===== config.mk =====
export PLATFORM = sky130hd
export DESIGN_NAME = signed_int_to_decimal_ascii
export DESIGN_NICKNAME = d
export VERILOG_FILES = /design/src/rtl/sida_pkg.sv /design/src/rtl/sida_datapath.sv /design/src/rtl/sida_ctrl.sv /design/src/rtl/signed_int_to_decimal_ascii.sv
export SDC_FILE = /design/constraint.sdc
export NUM_CORES = 1
export LEC_CHECK = 0
export ABC_AREA = 1
export BUFFER_PORTS_ARGS = -buffer_cell sky130_fd_sc_hd__buf_2
export CAP_MARGIN = 20
export CORE_AREA = 5 5 117 130
export DETAILED_ROUTE_END_ITERATION = 10
export DIE_AREA = 0 0 122 135
export PLACE_DENSITY = 0.65
export SYNTH_ARGS = -nofsm -noshare
export SYNTH_HDL_FRONTEND = slang
export SYNTH_HIERARCHICAL = 1
export SYNTH_SLANG_ARGS = --single-unit

===== constraint.sdc =====
create_clock -name clk -period 3.2 [get_ports clk]
set_clock_uncertainty 0.15 [all_clocks]
set_input_delay 0.64 -clock clk [delete_from_list [all_inputs] [get_ports clk]]
set_output_delay 0.64 -clock clk [all_outputs]
set_load 0.01 [all_outputs]

===== src/rtl/sida_pkg.sv =====
// Shared types and constants for the signed integer to decimal ASCII converter.
`default_nettype none

package sida_pkg;

  localparam logic [7:0] ASCII_ZERO  = 8'd48;
  localparam logic [7:0] ASCII_MINUS = 8'd45;
  localparam int unsigned BCD_BITS   = 4;

  // controller -> datapath commands
  typedef struct packed {
    logic load;        // take a new value, clear the BCD accumulator
    logic step;        // one shift-and-add-3 step
    logic find;        // locate the most significant nonzero digit
    logic emit_sign;   // put '-' into the output register
    logic emit_digit;  // put the current digit into the output register
  } cmd_t;

  // datapath -> controller status
  typedef struct packed {
    logic neg;         // value was negative
    logic step_last;   // this is the final conversion step
    logic idx_zero;    // current digit is the least significant one
    logic slot_free;   // output register can take a character this cycle
  } sts_t;

endpackage

`default_nettype wire


===== src/rtl/sida_datapath.sv =====
// Datapath: magnitude, double-dabble BCD accumulator, digit pointer and output register.
`default_nettype none

module sida_datapath #(
  parameter int VALUE_BITS = 32
) (
  input  wire                     clk,
  input  wire                     rst,
  input  wire  [VALUE_BITS-1:0]   value,
  input  sida_pkg::cmd_t          cmd,
  output sida_pkg::sts_t          sts,
  output logic                    out_valid,
  input  wire                     out_ready,
  output logic [7:0]              out_char,
  output logic                    out_last
);

  // digit count of 2^(VALUE_BITS-1)
  localparam int NDIG  = ((VALUE_BITS - 1) * 30103) / 100000 + 1;
  localparam int IDXW  = $clog2(NDIG);
  localparam int CNTW  = $clog2(VALUE_BITS);
  localparam int BCDW  = NDIG * sida_pkg::BCD_BITS;

  logic [VALUE_BITS-1:0] mag;
  logic [BCDW-1:0]       bcd;
  logic [BCDW-1:0]       bcd_adj;
  logic                  neg;
  logic [CNTW-1:0]       cnt;
  logic [IDXW-1:0]       idx;
  logic [IDXW-1:0]       idx_next;
  logic [3:0]            digit;
  logic                  slot_free;

  // add 3 to every digit of 5 or more before the shift
  always_comb begin
    for (int i = 0; i < NDIG; i++) begin
      if (bcd[i*4 +: 4] >= 4'd5) begin
        bcd_adj[i*4 +: 4] = bcd[i*4 +: 4] + 4'd3;
      end else begin
        bcd_adj[i*4 +: 4] = bcd[i*4 +: 4];
      end
    end
  end

  // highest nonzero digit, zero if all digits are zero
  always_comb begin
    idx_next = '0;
    for (int i = 0; i < NDIG; i++) begin
      if (bcd[i*4 +: 4] != 4'd0) begin
        idx_next = IDXW'(i);
      end
    end
  end

  assign digit     = bcd[{idx, 2'b00} +: 4];
  assign slot_free = !out_valid || out_ready;

  always_ff @(posedge clk) begin
    if (cmd.load) begin
      neg <= value[VALUE_BITS-1];
      mag <= value[VALUE_BITS-1] ? (~value + 1'b1) : value;
      bcd <= '0;
      cnt <= '0;
    end else if (cmd.step) begin
      bcd <= {bcd_adj[BCDW-2:0], mag[VALUE_BITS-1]};
      mag <= {mag[VALUE_BITS-2:0], 1'b0};
      cnt <= cnt + 1'b1;
    end
    if (cmd.find) begin
      idx <= idx_next;
    end else if (cmd.emit_digit && idx != '0) begin
      idx <= idx - 1'b1;
    end
  end

  always_ff @(posedge clk) begin
    if (rst) begin
      out_valid <= 1'b0;
    end else if (cmd.emit_sign || cmd.emit_digit) begin
      out_valid <= 1'b1;
    end else if (out_ready) begin
      out_valid <= 1'b0;
    end
  end

  always_ff @(posedge clk) begin
    if (cmd.emit_sign) begin
      out_char <= sida_pkg::ASCII_MINUS;
      out_last <= 1'b0;
    end else if (cmd.emit_digit) begin
      out_char <= sida_pkg::ASCII_ZERO + {4'd0, digit};
      out_last <= (idx == '0);
    end
  end

  assign sts.neg       = neg;
  assign sts.step_last = (cnt == CNTW'(VALUE_BITS - 1));
  assign sts.idx_zero  = (idx == '0);
  assign sts.slot_free = slot_free;

endmodule

`default_nettype wire


===== src/rtl/sida_ctrl.sv =====
// Controller state machine: conversion steps, digit search and character emission.
`default_nettype none

module sida_ctrl (
  input  wire             clk,
  input  wire             rst,
  input  wire             in_valid,
  output logic            in_ready,
  input  sida_pkg::sts_t  sts,
  output sida_pkg::cmd_t  cmd
);

  typedef enum logic [4:0] {
    S_IDLE = 5'b00001,
    S_CONV = 5'b00010,
    S_FIND = 5'b00100,
    S_SIGN = 5'b01000,
    S_EMIT = 5'b10000
  } state_t;

  state_t state, state_next;

  always_comb begin
    state_next = state;
    cmd        = '0;
    in_ready   = 1'b0;
    case (state)
      S_IDLE: begin
        in_ready = 1'b1;
        if (in_valid) begin
          cmd.load   = 1'b1;
          state_next = S_CONV;
        end
      end
      S_CONV: begin
        cmd.step = 1'b1;
        if (sts.step_last) begin
          state_next = S_FIND;
        end
      end
      S_FIND: begin
        cmd.find   = 1'b1;
        state_next = sts.neg ? S_SIGN : S_EMIT;
      end
      S_SIGN: begin
        if (sts.slot_free) begin
          cmd.emit_sign = 1'b1;
          state_next    = S_EMIT;
        end
      end
      S_EMIT: begin
        if (sts.slot_free) begin
          cmd.emit_digit = 1'b1;
          if (sts.idx_zero) begin
            state_next = S_IDLE;
          end
        end
      end
      default: begin
        state_next = S_IDLE;
      end
    endcase
  end

  always_ff @(posedge clk) begin
    if (rst) begin
      state <= S_IDLE;
    end else begin
      state <= state_next;
    end
  end

endmodule

`default_nettype wire


===== src/rtl/signed_int_to_decimal_ascii.sv =====
// Top level: signed integer in, decimal ASCII characters out.
// Steps: take the item, VALUE_BITS shift-and-add-3 steps, a digit search, then one character per
// cycle while the output register is free (sign plus digits, up to 11 at 32 bits).
// A new item is taken only once the last character of the previous one is in the output register;
// the bit-serial BCD conversion and the single output register set this pace.
// Reset (rst, synchronous) returns the controller to idle and empties the output register.
`default_nettype none

module signed_int_to_decimal_ascii #(
  parameter int VALUE_BITS = 32
) (
  input  wire                                 clk,
  input  wire                                 rst,
  input  wire                                 s_tvalid,
  output logic                                s_tready,
  input  wire  [((VALUE_BITS + 7) / 8)*8-1:0] s_tdata,   // value
  output logic                                m_tvalid,
  input  wire                                 m_tready,
  output logic [7:0]                          m_tdata,   // char_code
  output logic                                m_tlast    // last_char
);

  sida_pkg::cmd_t cmd;
  sida_pkg::sts_t sts;

  sida_ctrl u_ctrl (
    .clk      (clk),
    .rst      (rst),
    .in_valid (s_tvalid),
    .in_ready (s_tready),
    .sts      (sts),
    .cmd      (cmd)
  );

  sida_datapath #(
    .VALUE_BITS (VALUE_BITS)
  ) u_datapath (
    .clk       (clk),
    .rst       (rst),
    .value     (s_tdata[VALUE_BITS-1:0]),
    .cmd       (cmd),
    .sts       (sts),
    .out_valid (m_tvalid),
    .out_ready (m_tready),
    .out_char  (m_tdata),
    .out_last  (m_tlast)
  );

endmodule

`default_nettype wire


---- Yosys cells after proc, flatten, opt, wreduce, memory -nomap -nowiden ----
Cells that the tools add are included.
operators by class
  equality and inequality tests ........... 11
  bitwise operators ....................... 1
  shift-type cells ........................ 1
  order comparisons ....................... 10
  add/subtract/negate cells ............... 14
  mux-type cells .......................... 41
  reduce and logical (&&, ||, !) cells .... 19
operator list
  operator                                                                             number
  32-bit two-way mux                                                                   3
  4-bit two-way mux                                                                    13
  4-bit by 3-bit greater-or-equal comparator with 1-bit output, second input constant  10
  4-bit nonzero test                                                                   10
  40-bit by 7-bit indexed part select with 4-bit output                                1
  4-bit by 2-bit adder with 4-bit output, second input constant                        9
  32-bit by 1-bit adder with 32-bit output, second input constant                      1
  32-bit inverter                                                                      1
  5-bit two-way mux                                                                    6
  5-bit one-hot mux with 5 select lines                                                1
  3-bit two-way mux                                                                    5
  1-bit two-way mux                                                                    11
  5-bit == test, second input constant                                                 2
  6-bit by 4-bit adder with 7-bit output, first input constant                         1
  2-bit inequality test, second input constant                                         3
  2-bit nonzero test                                                                   3
  5-bit by 1-bit adder with 5-bit output, second input constant                        1
  5-bit by 1-bit == test with 1-bit output, second input constant                      1
  5-bit by 2-bit == test with 1-bit output, second input constant                      1
  5-bit by 3-bit == test with 1-bit output, second input constant                      1
  5-bit by 4-bit == test with 1-bit output, second input constant                      1
  5-bit AND reduction                                                                  1
  4-bit zero test                                                                      1
  2-bit two-way mux                                                                    2
  other kinds (6)                                                                      8
word-level totals
  register bits after elaboration ......... 97
  logic and storage cells ................. 106
  input port bits ......................... 36
  output and inout port bits .............. 11

---- Logic depth before layout (Yosys ltp) ----
  depth in word-level cells ............... 11
  gate-level depth with buffers ........... 15

---- Modules after synthesis ----
Netlist, hierarchy kept.
by module, submodules not included
  module         area each (um^2)  seq. area each (um^2)  times used  cells each
  sida_datapath  5612.9            2152.1                 1           769
  sida_ctrl      387.9             100.1                  1           60

---- Worst setup path after synthesis ----
OpenSTA, ideal clock, no wires.
  kind .................................... input -> register
  start point ............................. input port s_tvalid
  end point ............................... register u_datapath.mag[0], enable pin
  data required time ...................... 2.673 ns
  arrival ................................. 1.774 ns
  buffers on the path ..................... 1
  path slack .............................. 0.898 ns
  cell stages on the path ................. 5
  cells stage by stage .................... inv_1 > nor2_2 > clkinv_1 > nand2_1 > buf_2
RTL lines
  element               RTL line                           source
  start, declared       signed_int_to_decimal_ascii.sv:14  input wire s_tvalid,
  end signal, assigned  sida_datapath.sv:61                mag <= value[VALUE_BITS-1] ? (~value + 1'b1) : value;
  end signal, assigned  sida_datapath.sv:66                mag <= {mag[VALUE_BITS-2:0], 1'b0};
  end, declared         sida_datapath.sv:24                logic [VALUE_BITS-1:0] mag;

---- Final worst setup path ----
  start point ............................. register u_datapath.idx[1]
  end point ............................... register u_datapath.idx[2], enable pin
between the ends
  cells in the longest elaborated chain, start to end .. 3
ends and longest elaborated chain
  element                       RTL line             source
  start, declared               sida_datapath.sv:29  logic [IDXW-1:0] idx;
  start signal, assigned        sida_datapath.sv:70  idx <= idx_next;
  start signal, assigned        sida_datapath.sv:72  idx <= idx - 1'b1;
  4-bit nonzero test            sida_datapath.sv:71  end else if (cmd.emit_digit && idx != '0) begin
  1-bit logical AND             sida_datapath.sv:71
  2-bit nonzero test (no line)  n/a
Every way passes these cells.
A chain may end at the register's enable or synchronous reset.

==> impl_metrics.json <==
{
  "cts_tree": "built",
  "synth_common_cells": "167 x nand2_1, 102 x inv_1, 78 x o21ai_0, 72 x nand3_1, 68 x nor2_1",
  "ys_warn_count": 6,
  "utilization_pct": 48.6,
  "coreArea_mm2": 0.0137,
  "area_delta_synth_final_pct": 10.8,
  "die-area_mm2": 0.0165,
  "synthCells": 829,
  "path_class": "flip-flop to flip-flop",
  "place_ws_ns": 0.769,
  "avgViaCountPerCell": 5.15,
  "status": "complete, no violations",
  "slew_violations": 0,
  "hpwl_um": 10200,
  "die_y_um": 135,
  "final_hold_viol_count": 0,
  "cap_violations": 0,
  "finalCriticalPeriod_ns": 2.25,
  "seq_area_frac_synth_pct": 37.5,
  "synth_top_area_share_pct": 19.0,
  "path_clk_slew_ns": 0.07,
  "p_per_area_mw_per_mm2": 543,
  "synth_area_per_cell_um2": 7.24,
  "fillers": 1410,
  "rsz0062_at_grt": "no",
  "synth_edf_count": 37,
  "min_period_over_period_pct": 70.4,
  "worst_setup_path_start_kind": "flip-flop",
  "layout_setup_ws_ns": 0.946,
  "totalPowerFinal_mw": 3.61,
  "setup.worst_path.end_class": "flip-flop",
  "place.port_buffers": 43,
  "slowest_delay_ns": 0.48,
  "wl_per_cell_um": 13.3,
  "crit_family": "buffers and inverters",
  "grt_overflow_total": 0,
  "ios": 47,
  "ys_top_cells_by_area": "dfxtp_1 19%, edfxtp_1 19%, nand2_1 10%, o21ai_0 6.5%, inv_1 6.4%",
  "max_freq_mhz": 444,
  "setup_viol": 0,
  "drc": 0,
  "antenna_found_initial": 0,
  "synth_most_common_cell": "nand2_1",
  "place.gp.congestion": 0.922,
  "ys_ff_latch": 94,
  "grt_pass1_wl_um": 23900,
  "slew_headroom_pct": 60.5,
  "peakVddDrop_v": 0.000286,
  "grt_pass1_vias": 5088,
  "regArea_mm2": 0.00225,
  "antennaDiodeCount": 0,
  "antenna_left": 0,
  "cts_setup_buffers": 0,
  "crit_top_cell": "inv_1",
  "synthFlopType": "dfxtp_1",
  "clock-sinks": 94,
  "async_flop_share_pct": 0,
  "drive_gt1_share_pct": 12.0,
  "grt_usage_pct": 17.8,
  "cts_resized": 0,
  "clock_latency_ns": 0.34,
  "grt_max_degree": 61,
  "drt_iter0_markers": 388,
  "crit_buf_inv": 4,
  "die_x_um": 122,
  "critical_path_arrival_ns": 2.08,
  "drt_wl_total_um": 14000,
  "synth_cell_type_count": 41,
  "cp_slowest_cell": "o21ai_0",
  "root_buffer": "clkbuf_16",
  "timing.hold.ws_ns": 0.316,
  "cp_max_fo": 11,
  "multiInputGateArea_mm2": 0.00314,
  "cp_cell_sequence": "buf_4 -> clkinv_1 -> ha_1 -> inv_1 -> nor2_1 -> nand2_1 -> inv_1 -> o21ai_0",
  "syn_area_mm2": 0.00600,
  "vias": 5428,
  "hold_buffers": 0,
  "cts_max_level": 3,
  "dr.pass1.iters": 5,
  "hp-class": "flip-flop to flip-flop",
  "yosysTopAreaCell": "dfxtp_1",
  "start_util_pct": 43.9,
  "cts_buffer_depth": 2,
  "finalSetupTns_ns": 0,
  "core.rowCount": 45,
  "cp.required_ns": 3.03,
  "cts-buffers-inserted": 9,
  "worst_pin_slew_ns": 0.586,
  "fin_nets": 921,
  "leakage_nw": 2.80
}
[cell usage in the layout, fill, tap and decap left out, types with 6 or more instances in the layout]
master and count:
nor2_2 10, nand2_1 166, inv_2 10, nor2_1 68, o22ai_1 18, nand4_1 9, nor2_4 6, dfxtp_1 57
nor3_1 10, a31oi_1 12, nand2_2 6, ha_1 24, a21oi_1 46, inv_1 102, o21ai_0 78, clkbuf_16 9
buf_2 43, nand3_1 72, xor2_1 18, o21ai_1 16, buf_4 7, edfxtp_1 37
[registers in the layout, indices dropped and copies added (netlist names)]
| register | cells |
|---|---|
| u_datapath/bcd | 40 |
| u_datapath/mag | 32 |
| u_ctrl/state | 5 |
| u_datapath/cnt | 5 |
| u_datapath/out_char | 5 |
| u_datapath/idx | 4 |
| u_datapath/neg | 1 |
| u_datapath/out_last | 1 |
| u_datapath/out_valid | 1 |
[metrics by stage]
step,area [um2],std cells
global placement,6340,1038
floorplan,6000,830
detailed placement,6340,1038
global route,6650,1054
CTS,6650,1054
finish,6650,1054
[worst paths after layout]
kind	start	to	depth (start not counted)	slack (ns)
hold reg to reg	u_datapath/out_char[4]	u_datapath/out_char[4]	2	0.32
setup / recovery	u_datapath/idx[1]	u_datapath/idx[2]	8	0.95
setup reg to reg	u_datapath/idx[1]	u_datapath/idx[2]	8	0.95
hold / removal	u_datapath/out_char[4]	u_datapath/out_char[4]	2	0.32
[tightest hold or removal path: cells and delay by family, from the launching register on]
kind / cells / cell delay (ns)
DFF: 1 / 0.31
and+or+nand+nor: 2 / 0.11
[layout make-up]
class	count	area share (%)
inverters	114	6.43
clock inverters	5	1.11
multi-input cells	591	47.2
flip-flops and latches	94	33.9
clock buffers	11	3.50
repair buffers	51	4.33
well taps	188	3.54
[routing by layer]
metal / up-vias / global-route usage (%) / share of wire (%)
met5: - / 0 / 0
met4: 0 / 6.41 / 2.0
met3: 21 / 2.81 / 4.8
met2: 132 / 30.1 / 45
met1: 2439 / 23.1 / 48
li1: 2836 / - / -
[kinds of logic (layout without fill, tap and decap cells)]
family / count (synthesis) / after routing / synth area share, %
xor gates and xnor gates: 20 / 20 / 2.92
buffers and inverters: 145 / 181 / 10.2
other: 2 / 3 / 0.125
AOI/OAI and AO/OA: 185 / 185 / 17.1
and+or+nand+nor: 359 / 359 / 27.1
adders and majority gates: 24 / 24 / 5.00
DFF: 94 / 94 / 37.5
[where the power goes]
part | internal (mW) | switching, mW | leakage, nW | total, mW
Combinational | 0.286 | 0.595 | 1.83 | 0.881
Sequential | 1.53 | 0.0857 | 0.813 | 1.61
Clock | 0.680 | 0.437 | 0.151 | 1.12
(Power assumes the default switching activity.)
